<file path="src/rtl/stable_priority_wait_list_core_macros.svh">
// Assertion macros shared by the wait list RTL.
`ifndef STABLE_PRIORITY_WAIT_LIST_CORE_MACROS_SVH
`define STABLE_PRIORITY_WAIT_LIST_CORE_MACROS_SVH
// Implication checked on every edge outside reset.
`define SPWL_ASSERT_IMP(label, clk, rst_n, ante, cons) \
    label: assert property (@(posedge clk) disable iff (!rst_n) (ante) |-> (cons)) \
        else $error("assertion failed");
// Implication checked in the cycle after the antecedent.
`define SPWL_ASSERT_NEXT(label, clk, rst_n, ante, cons) \
    label: assert property (@(posedge clk) disable iff (!rst_n) (ante) |=> (cons)) \
        else $error("assertion failed");
`endif

</file>
<file path="src/rtl/spwl_pkg.sv">
// Package with operation and status codes, the sequencer state type and the request, response and entry structs.
`default_nettype none
package spwl_pkg;
    localparam logic [2:0] OP_PUSH   = 3'd0;
    localparam logic [2:0] OP_POP    = 3'd1;
    localparam logic [2:0] OP_REMOVE = 3'd2;
    localparam logic [2:0] OP_FIND   = 3'd3;
    localparam logic [2:0] OP_SET    = 3'd4;

    localparam logic [1:0] ST_OK        = 2'd0;
    localparam logic [1:0] ST_NOT_FOUND = 2'd1;
    localparam logic [1:0] ST_FULL      = 2'd2;
    localparam logic [1:0] ST_EMPTY     = 2'd3;

    typedef enum logic [2:0] {
        S_IDLE,
        S_SCAN,
        S_SHIFT,
        S_STAT,
        S_OUT
    } t_state;

    typedef struct packed {
        logic [2:0]  operation;
        logic [15:0] room_id;
        logic [7:0]  priority_req;
        logic        waiting;
    } t_req;

    typedef struct packed {
        logic [1:0]  status;
        logic [15:0] hit_room;
        logic [7:0]  hit_priority;
        logic        hit_waiting;
        logic [4:0]  entry_count;
        logic [7:0]  max_priority;
        logic [4:0]  ready_count;
        logic        list_empty;
    } t_rsp;

    typedef struct packed {
        logic [15:0] room;
        logic [7:0]  prio;
        logic        wait_flag;
    } t_entry;
endpackage
`default_nettype wire

</file>
<file path="src/rtl/spwl_if.sv">
// Valid/ready channel interfaces for requests and responses.
`default_nettype none
interface spwl_req_if;
    logic            valid;
    logic            ready;
    spwl_pkg::t_req  payload;
    modport source (output valid, output payload, input ready);
    modport sink (input valid, input payload, output ready);
endinterface

interface spwl_rsp_if;
    logic            valid;
    logic            ready;
    spwl_pkg::t_rsp  payload;
    modport source (output valid, output payload, input ready);
    modport sink (input valid, input payload, output ready);
endinterface
`default_nettype wire

</file>
<file path="src/rtl/spwl_mem.sv">
// Entry memory with one write port and one registered read port.
`default_nettype none
module spwl_mem #(
    parameter int AW = 4
) (
    input  wire                   i_clk,
    input  wire                   i_we,
    input  wire [AW-1:0]          i_waddr,
    input  wire spwl_pkg::t_entry i_wdata,
    input  wire [AW-1:0]          i_raddr,
    output spwl_pkg::t_entry      o_rdata
);
    spwl_pkg::t_entry mem [2**AW];

    always_ff @(posedge i_clk) begin
        if (i_we) begin
            mem[i_waddr] <= i_wdata;
        end
        o_rdata <= mem[i_raddr];
    end
endmodule
`default_nettype wire

</file>
<file path="src/rtl/stable_priority_wait_list_core.sv">
// Top level of the stable priority wait list: sequencer around one entry memory.
// One request at a time; a new one is taken only after the response handshake, once the sequencer is idle.
// Scan and status sweeps read one entry per cycle; the shift alternates a read and a write-back per entry.
// Reset clears the fill count and the sequencer; the memory holds no reset value.
// Only read data from entries below the fill count is ever used.
`default_nettype none
module stable_priority_wait_list_core #(
    parameter int CAPACITY = 16
) (
    input  wire            i_clk,
    input  wire            i_rst_n,
    spwl_req_if.sink       i_req,
    spwl_rsp_if.source     o_rsp
);
    `include "stable_priority_wait_list_core_macros.svh"

    localparam int AW = (CAPACITY > 1) ? $clog2(CAPACITY) : 1;
    localparam int CW = $clog2(CAPACITY + 1);

    spwl_pkg::t_state r_state, n_state;
    spwl_pkg::t_req   r_req, n_req;
    logic [CW-1:0]    r_fill, n_fill;
    // The index walks the list and addresses the next read.
    logic [CW-1:0]    r_idx, n_idx;
    logic             r_rv, n_rv;       // read data valid next cycle
    logic [CW-1:0]    r_ridx, n_ridx;   // index of data being returned
    logic             r_hit, n_hit;
    logic [CW-1:0]    r_pos, n_pos;
    spwl_pkg::t_entry r_hent, n_hent;
    logic [7:0]       r_max, n_max;
    logic [CW-1:0]    r_wcnt, n_wcnt;
    logic [1:0]       r_status, n_status;
    spwl_pkg::t_rsp   r_rsp, n_rsp;

    logic             w_we;
    logic [AW-1:0]    w_waddr, w_raddr;
    spwl_pkg::t_entry w_wdata, w_rdata;

    spwl_mem #(.AW(AW)) u_mem (
        .i_clk  (i_clk),
        .i_we   (w_we),
        .i_waddr(w_waddr),
        .i_wdata(w_wdata),
        .i_raddr(w_raddr),
        .o_rdata(w_rdata)
    );

    assign i_req.ready   = (r_state == spwl_pkg::S_IDLE);
    assign o_rsp.valid   = (r_state == spwl_pkg::S_OUT);
    assign o_rsp.payload = r_rsp;

    always_ff @(posedge i_clk) begin
        if (!i_rst_n) begin
            r_state <= spwl_pkg::S_IDLE;
            r_fill  <= '0;
            r_rv    <= 1'b0;
        end else begin
            r_state <= n_state;
            r_fill  <= n_fill;
            r_rv    <= n_rv;
        end
        r_req    <= n_req;
        r_idx    <= n_idx;
        r_ridx   <= n_ridx;
        r_hit    <= n_hit;
        r_pos    <= n_pos;
        r_hent   <= n_hent;
        r_max    <= n_max;
        r_wcnt   <= n_wcnt;
        r_status <= n_status;
        r_rsp    <= n_rsp;
    end

    always_comb begin
        n_state  = r_state;
        n_req    = r_req;
        n_fill   = r_fill;
        n_idx    = r_idx;
        n_rv     = 1'b0;
        n_ridx   = r_idx;
        n_hit    = r_hit;
        n_pos    = r_pos;
        n_hent   = r_hent;
        n_max    = r_max;
        n_wcnt   = r_wcnt;
        n_status = r_status;
        n_rsp    = r_rsp;
        w_we     = 1'b0;
        w_waddr  = r_idx[AW-1:0];
        w_wdata  = w_rdata;
        w_raddr  = r_idx[AW-1:0];
        unique case (r_state)
            spwl_pkg::S_IDLE: begin
                if (i_req.valid) begin
                    n_req    = i_req.payload;
                    n_idx    = '0;
                    n_hit    = 1'b0;
                    n_hent   = '0;
                    n_max    = '0;
                    n_wcnt   = '0;
                    n_status = spwl_pkg::ST_OK;
                    n_state  = spwl_pkg::S_STAT;
                    unique case (i_req.payload.operation) inside
                        spwl_pkg::OP_PUSH: begin
                            if (r_fill >= CW'(CAPACITY)) begin
                                n_status = spwl_pkg::ST_FULL;
                            end else begin
                                w_we    = 1'b1;
                                w_waddr = r_fill[AW-1:0];
                                w_wdata = '{room: i_req.payload.room_id,
                                            prio: i_req.payload.priority_req,
                                            wait_flag: i_req.payload.waiting};
                                n_fill  = r_fill + 1'b1;
                            end
                        end
                        spwl_pkg::OP_POP: begin
                            if (r_fill == '0) begin
                                n_status = spwl_pkg::ST_EMPTY;
                            end else begin
                                n_state = spwl_pkg::S_SCAN;
                            end
                        end
                        spwl_pkg::OP_REMOVE, spwl_pkg::OP_FIND, spwl_pkg::OP_SET: begin
                            n_state = spwl_pkg::S_SCAN;
                        end
                        default: ;
                    endcase
                end
            end
            // Scan: pop keeps the earliest entry of highest priority (a later one wins only
            // with a strictly larger priority); lookups keep the earliest matching room.
            spwl_pkg::S_SCAN: begin
                if (r_idx < r_fill) begin
                    n_idx = r_idx + 1'b1;
                    n_rv  = 1'b1;
                end
                if (r_rv) begin
                    if (r_req.operation == spwl_pkg::OP_POP) begin
                        if (!r_hit || w_rdata.prio > r_hent.prio) begin
                            n_hit  = 1'b1;
                            n_pos  = r_ridx;
                            n_hent = w_rdata;
                        end
                    end else if (!r_hit && w_rdata.room == r_req.room_id) begin
                        n_hit  = 1'b1;
                        n_pos  = r_ridx;
                        n_hent = w_rdata;
                    end
                end
                if (r_idx >= r_fill && !r_rv) begin
                    if (!r_hit) begin
                        n_status = spwl_pkg::ST_NOT_FOUND;
                        n_idx    = '0;
                        n_state  = spwl_pkg::S_STAT;
                    end else if (r_req.operation == spwl_pkg::OP_SET) begin
                        w_we     = 1'b1;
                        w_waddr  = r_pos[AW-1:0];
                        w_wdata  = r_hent;
                        w_wdata.wait_flag = r_req.waiting;
                        n_hent.wait_flag  = r_req.waiting;
                        n_idx    = '0;
                        n_state  = spwl_pkg::S_STAT;
                    end else if (r_req.operation == spwl_pkg::OP_FIND) begin
                        n_idx    = '0;
                        n_state  = spwl_pkg::S_STAT;
                    end else begin
                        n_idx    = r_pos + 1'b1;
                        n_state  = spwl_pkg::S_SHIFT;
                    end
                end
            end
            // Shift: read entry k, then write it to k-1, for each entry after the removed one.
            spwl_pkg::S_SHIFT: begin
                if (r_rv) begin
                    w_we    = 1'b1;
                    w_waddr = AW'(r_ridx - 1'b1);
                    w_wdata = w_rdata;
                end else if (r_idx < r_fill) begin
                    n_rv   = 1'b1;
                    n_idx  = r_idx + 1'b1;
                end else begin
                    n_fill  = r_fill - 1'b1;
                    n_idx   = '0;
                    n_state = spwl_pkg::S_STAT;
                end
            end
            // Status sweep: maximum priority and waiting count.
            spwl_pkg::S_STAT: begin
                if (r_idx < r_fill) begin
                    n_idx = r_idx + 1'b1;
                    n_rv  = 1'b1;
                end
                if (r_rv) begin
                    if (w_rdata.prio > r_max) begin
                        n_max = w_rdata.prio;
                    end
                    n_wcnt = r_wcnt + CW'(w_rdata.wait_flag);
                end
                if (r_idx >= r_fill && !r_rv) begin
                    n_rsp.status       = r_status;
                    n_rsp.hit_room     = r_hit ? r_hent.room : '0;
                    n_rsp.hit_priority = r_hit ? r_hent.prio : '0;
                    n_rsp.hit_waiting  = r_hit ? r_hent.wait_flag : 1'b0;
                    n_rsp.entry_count  = 5'(r_fill);
                    n_rsp.max_priority = r_max;
                    n_rsp.ready_count  = 5'(r_wcnt);
                    n_rsp.list_empty   = (r_fill == '0);
                    n_state            = spwl_pkg::S_OUT;
                end
            end
            spwl_pkg::S_OUT: begin
                if (o_rsp.ready) begin
                    n_state = spwl_pkg::S_IDLE;
                end
            end
            default: n_state = spwl_pkg::S_IDLE;
        endcase
    end

    `SPWL_ASSERT_IMP(a_fill_max, i_clk, i_rst_n, 1'b1, r_fill <= CW'(CAPACITY))
    `SPWL_ASSERT_IMP(a_empty_cnt, i_clk, i_rst_n, o_rsp.valid,
        o_rsp.payload.list_empty == (o_rsp.payload.entry_count == '0))
    `SPWL_ASSERT_IMP(a_ready_le_cnt, i_clk, i_rst_n, o_rsp.valid,
        o_rsp.payload.ready_count <= o_rsp.payload.entry_count || CAPACITY > 31)
    `SPWL_ASSERT_NEXT(a_rsp_hold, i_clk, i_rst_n, o_rsp.valid && !o_rsp.ready,
        o_rsp.valid && $stable(o_rsp.payload))
endmodule
`default_nettype wire
</file>
<file path="src/flat_wrapper.sv">
// flat-port wrapper written by rule: the top's interface ports become plain ports
module stable_priority_wait_list_core_flat 
#(
    parameter int CAPACITY = 16
)
  (i_clk, i_rst_n, i_req_valid, i_req_payload, i_req_ready, o_rsp_valid, o_rsp_payload, o_rsp_ready);
  spwl_req_if i_req_i ();
  spwl_rsp_if o_rsp_i ();
  input  wire i_clk;
  input  wire i_rst_n;
  input wire logic [$bits(i_req_i.valid)-1:0] i_req_valid;
  input wire logic [$bits(i_req_i.payload)-1:0] i_req_payload;
  output wire logic [$bits(i_req_i.ready)-1:0] i_req_ready;
  output wire logic [$bits(o_rsp_i.valid)-1:0] o_rsp_valid;
  output wire logic [$bits(o_rsp_i.payload)-1:0] o_rsp_payload;
  input wire logic [$bits(o_rsp_i.ready)-1:0] o_rsp_ready;
  assign i_req_i.valid = i_req_valid;
  assign i_req_i.payload = i_req_payload;
  assign i_req_ready = i_req_i.ready;
  assign o_rsp_valid = o_rsp_i.valid;
  assign o_rsp_payload = o_rsp_i.payload;
  assign o_rsp_i.ready = o_rsp_ready;
  stable_priority_wait_list_core #(.CAPACITY(CAPACITY)) u_core (.i_clk(i_clk), .i_rst_n(i_rst_n), .i_req(i_req_i), .o_rsp(o_rsp_i));
endmodule
</file>
<file path="config.mk">
export PLATFORM = sky130hd
export DESIGN_NAME = stable_priority_wait_list_core_flat
export DESIGN_NICKNAME = d
export VERILOG_FILES = /design/src/rtl/spwl_pkg.sv /design/src/rtl/spwl_if.sv /design/src/rtl/spwl_mem.sv /design/src/rtl/stable_priority_wait_list_core.sv /design/src/flat_wrapper.sv
export VERILOG_INCLUDE_DIRS = /design/src /design/src/rtl
export SDC_FILE = /design/constraint.sdc
export NUM_CORES = 1
export LEC_CHECK = 0
export BUFFER_PORTS_ARGS = -buffer_cell sky130_fd_sc_hd__buf_4
export CORE_MARGIN = 2
export CORE_UTILIZATION = 60
export DETAILED_ROUTE_END_ITERATION = 6
export PLACE_DENSITY_LB_ADDON = 0.08
export RECOVER_POWER = 100
export SLEW_MARGIN = 20
export SYNTH_ARGS = -nofsm -noshare
export SYNTH_HDL_FRONTEND = slang
export SYNTH_SLANG_ARGS = --single-unit
</file>
<file path="constraint.sdc">
create_clock -name i_clk -period 6.9 [get_ports i_clk]
set_input_delay 0.69 -clock i_clk [delete_from_list [all_inputs] [get_ports i_clk]]
set_output_delay 0.69 -clock i_clk [all_outputs]
set_load 0.01 [all_outputs]
</file>
==> flow_summary_export.csv <==
group,metric,value,unit
global_routing,grt_use_met3,4.865,%
layout,drive_gt1_share,19.46,%
sta,fin_crit,5570,ps
cts,clkSinkCount,556,
placement,dp_slack,2169,ps
critical_path,r2r_start,"u_core.n_ridx[3]$_DFFE_PP_",
die,dieArea,0.03845,mm²
global_routing,grt_use_met2,39.29,%
global_routing,use_met1,40.87,%
detailed_routing,vias,11500,
critical_path,r2r_end,"u_core.u_mem.mem[0][6]$_DFFE_PP_",
synthesis,synth_cells,1162,
sta,fmax,0.1795,GHz
global_routing,grt_usage,26.23,%
global_routing,grt_pass1_vias,11300,
layout,stdcell_area,0.02496,mm²
die,die_w,196.1,µm
critical_path,worst_setup_path_end_kind,"flip-flop",
sta,fin_crit_sh,80.73,%
sta,slew_headroom,-106.5,%
synthesis,ys_seq_elements,556,
synthesis,ys_top_cells_by_count,"517 x edfxtp_1, 125 x mux4_2, 53 x inv_1",
synthesis,synth_top_family_by_area,"multiplexers",
cts,clkTransAtPathRegs,60,ps
die,rows,70,
synthesis,synth_ff_type,"edfxtp_1",
sta,worstMarginPinSlew,3098,ps
die,design.portCount,80,
worst_hold_path,holdPathEnd,"u_core.r_req[22]$_DFFE_PP_",
layout,fill_cells,2408,
sta,maxSlewViolCount,227,
worst_hold_path,min_path_type,"in2reg",
outcome,violations,"max-capacitance violations, max-slew violations",
synthesis,synth-simple-area-share,4.493,%
cts,post_cts_resized,0,
cts,htree_levels,2,
sta,layout_setup_ws,1330,ps
power_and_ir_drop,ir_drop,0.0003164,V
critical_path,crit_fanout,31,
critical_path,r2r_setup_slack,1330,ps
synthesis,yosysTopAreaCellShare,70.13,%
sta,hold_viol_final,0,
placement,hpwl,31450,µm
global_routing,antenna_found_initial,1,
detailed_routing,drtPass1Iterations,5,
synthesis,yosysTopAreaCell,"edfxtp_1",
placement,placed_area,0.02360,mm²
cts,cts_root_buffer,"clkbuf_16",
layout,regArea,0.01631,mm²
synthesis,yosys.area_share.adder,1.786,%
sta,rsz0062_at_grt,"false",
synthesis,seq_area_frac_synth,73.65,%
synthesis,synth-async-reset-ratio,0,%
layout,area.growth.synth_to_final,12.74,%
placement,gp_congestion,0.9264,
critical_path,start_kind,"flip-flop",
worst_hold_path,min-delay-start,"i_req_payload[22]",
power_and_ir_drop,power_density,437.8,mW/mm²
outcome,status,"finished, violations left",
layout,layoutNonFillerInstCount,1805,
cts,cts_buffer_depth,3,
layout,multi_input_area,0.005489,mm²
critical_path,path_class,"reg2reg",
detailed_routing,drtAntennaViolNets,0,
worst_hold_path,whs_path_depth,1,
sta,setup_tns,0,ps
global_routing,grt_remaining_overflow,0,
cts,clock_latency,600,ps
global_routing,grt_max_degree,106,
synthesis,synth_area,0.02214,mm²
run,drv_cap,10,
synthesis,synthMuxAreaShare,12.94,%
detailed_routing,drt_iter0_drc,1103,
placement,numPortBuffers,79,
synthesis,synth_fp_nets,1225,
synthesis,synth-xor-area-share,1.266,%
sta,fin_worst_skew,11.60,ps
detailed_routing,wl,48760,µm
die,core,0.03643,mm²
synthesis,yosysMostFrequentCell,"edfxtp_1",
synthesis,synthTopCellsByArea,"edfxtp_1 70%, mux4_2 13%, dfxtp_1 3.5%",
layout,fin_nets,1354,
critical_path,r2r_cells,9,
critical_path,arrival,5840,ps
cts,tritoncts,"yes",
synthesis,synth.avg_cell_area,19.05,µm²
synthesis,synth-compound-area-share,3.973,%
detailed_routing,wl_per_cell,27.01,µm
synthesis,ys_warn_count,0,
cts,cts_setup_buffers,0,
global_routing,grt_pass1_wl,72870,µm
die,fp.dieH,196.1,µm
die,start_util,60.76,%
detailed_routing,drt-vias-per-instance,6.368,
cts,cts_buffers,55,
global_routing,busiest_layer,"met1",
synthesis,synth.distinct_cells,63,
power_and_ir_drop,p_leak,0.008099,µW
detailed_routing,drc,0,
cts,cts_hold_buf,0,
critical_path,required,7170,ps
sta,setup_viol,0,
synthesis,synth_edf_count,517,
placement,dp.cells,1702,
## cells by family after synthesis
group / count (synthesis)
AO/OA/AOI/OAI: 127
XOR/XNOR: 32
adder cells (fa/ha/maj): 31
buffers and inverters: 108
flip-flops: 556
multiplexers: 130
AND/OR/NAND/NOR: 178
## how the worst max path moves through the flow
stage | depth (start not counted) | to | start | slack (ps)
after floorplan | 11 | u_core.u_mem.mem[1][0]$_DFFE_PP_ | u_core.n_ridx[0]$_DFFE_PP_ | 1610
after global placement | 11 | u_core.u_mem.mem[3][4]$_DFFE_PP_ | i_req_valid | 2230
after detailed placement | 12 | u_core.u_mem.mem[3][10]$_DFFE_PP_ | i_req_valid | 2170
after CTS | 11 | u_core.u_mem.mem[3][4]$_DFFE_PP_ | u_core.r_state[2]$_SDFFE_PN0P_ | 2350
after global routing | 9 | u_core.u_mem.mem[11][7]$_DFFE_PP_ | u_core.n_ridx[3]$_DFFE_PP_ | 1000
final | 9 | u_core.u_mem.mem[0][6]$_DFFE_PP_ | u_core.n_ridx[3]$_DFFE_PP_ | 1330
## layout by cell type (no fill, tap or decap), types with 6 or more instances in the layout
| cell | n |
|---|---|
| edfxtp_1 | 517 |
| mux4_2 | 125 |
| clkbuf_1 | 108 |
| clkbuf_16 | 56 |
| inv_1 | 55 |
| dfxtp_1 | 39 |
| buf_4 | 33 |
| o21ai_0 | 31 |
| ha_1 | 30 |
| nor2_1 | 27 |
| a22oi_1 | 25 |
| and2_0 | 24 |
| nand2_1 | 22 |
| nor4_1 | 21 |
| xnor2_1 | 19 |
| and2_1 | 18 |
| a21oi_1 | 14 |
| xor2_1 | 13 |
| nand3_1 | 10 |
| nand4_1 | 8 |
| o21ai_2 | 8 |
| a21o_1 | 8 |
| nor4_2 | 8 |
| clkinv_1 | 8 |
| clkbuf_8 | 8 |
| nor3_1 | 7 |
| nor2b_1 | 7 |
| o22ai_1 | 6 |
## layout make-up
cell class              instances  share of cell area [%]
diodes                          1                 0.01003
clock buffers                  85                   6.371
clock inverters                17                  0.6667
inverters                      57                  0.8572
multi-input cells             498                   21.99
flip-flops and latches        556                   65.33
well taps                     468                   2.346
repair buffers                123                   2.431
## routing by layer
layer | part of all wire [%] | vias up | wire (µm)
met1 | 43 | 5956 | 21100
met2 | 46 | 518 | 22640
met5 | 0 | - | 0
met3 | 8.6 | 60 | 4195
met4 | 1.7 | 0 | 817
li1 | - | 4961 | -
## worst max-delay path, cell delays in order, from the launching register on
cell	delay (ps)
edfxtp_1	320
clkbuf_1	1470
ha_1	360
nand4_1	160
or2_0	390
a21oi_1	420
mux2i_1	370
o31ai_2	290
nor4_1	990
buf_4	460
## report_power, final
part           switching, µW  leakage, µW  internal [µW]
Sequential               277      0.00504           4610
Combinational           1980      0.00220           1160
Clock                   1200     0.000857           1690
Total                   3460      0.00810           7460
## registers in the layout, indices dropped and copies added, names as in the netlist, 2 cells and up
| signal | flops |
|---|---|
| u_core.o_rsp.payload | 46 |
| u_core.r_fill | 5 |
| u_core.r_req | 20 |
| u_core.n_ridx | 5 |
| u_core.r_hent | 25 |
| u_core.r_ridx | 5 |
| u_core.r_state | 3 |
| u_core.r_max | 8 |
| u_core.r_pos | 5 |
| u_core.r_status | 2 |
| u_core.r_wcnt | 5 |
| u_core.u_mem.o_rdata | 25 |
| u_core.u_mem.mem | 400 |
## metrics by stage
stage / hold slack (ps) / util [%] / power (µW)
floorplan: 374.6 / - / 6929
global placement: 400.8 / 64.72 / 8098
detailed placement: 399.0 / 64.77 / 8184
CTS: 256.8 / 69.59 / 11080
global route: 288.4 / 68.50 / 11420
finish: 309.0 / 68.51 / 10930
Power figures use the tool's default switching activity.
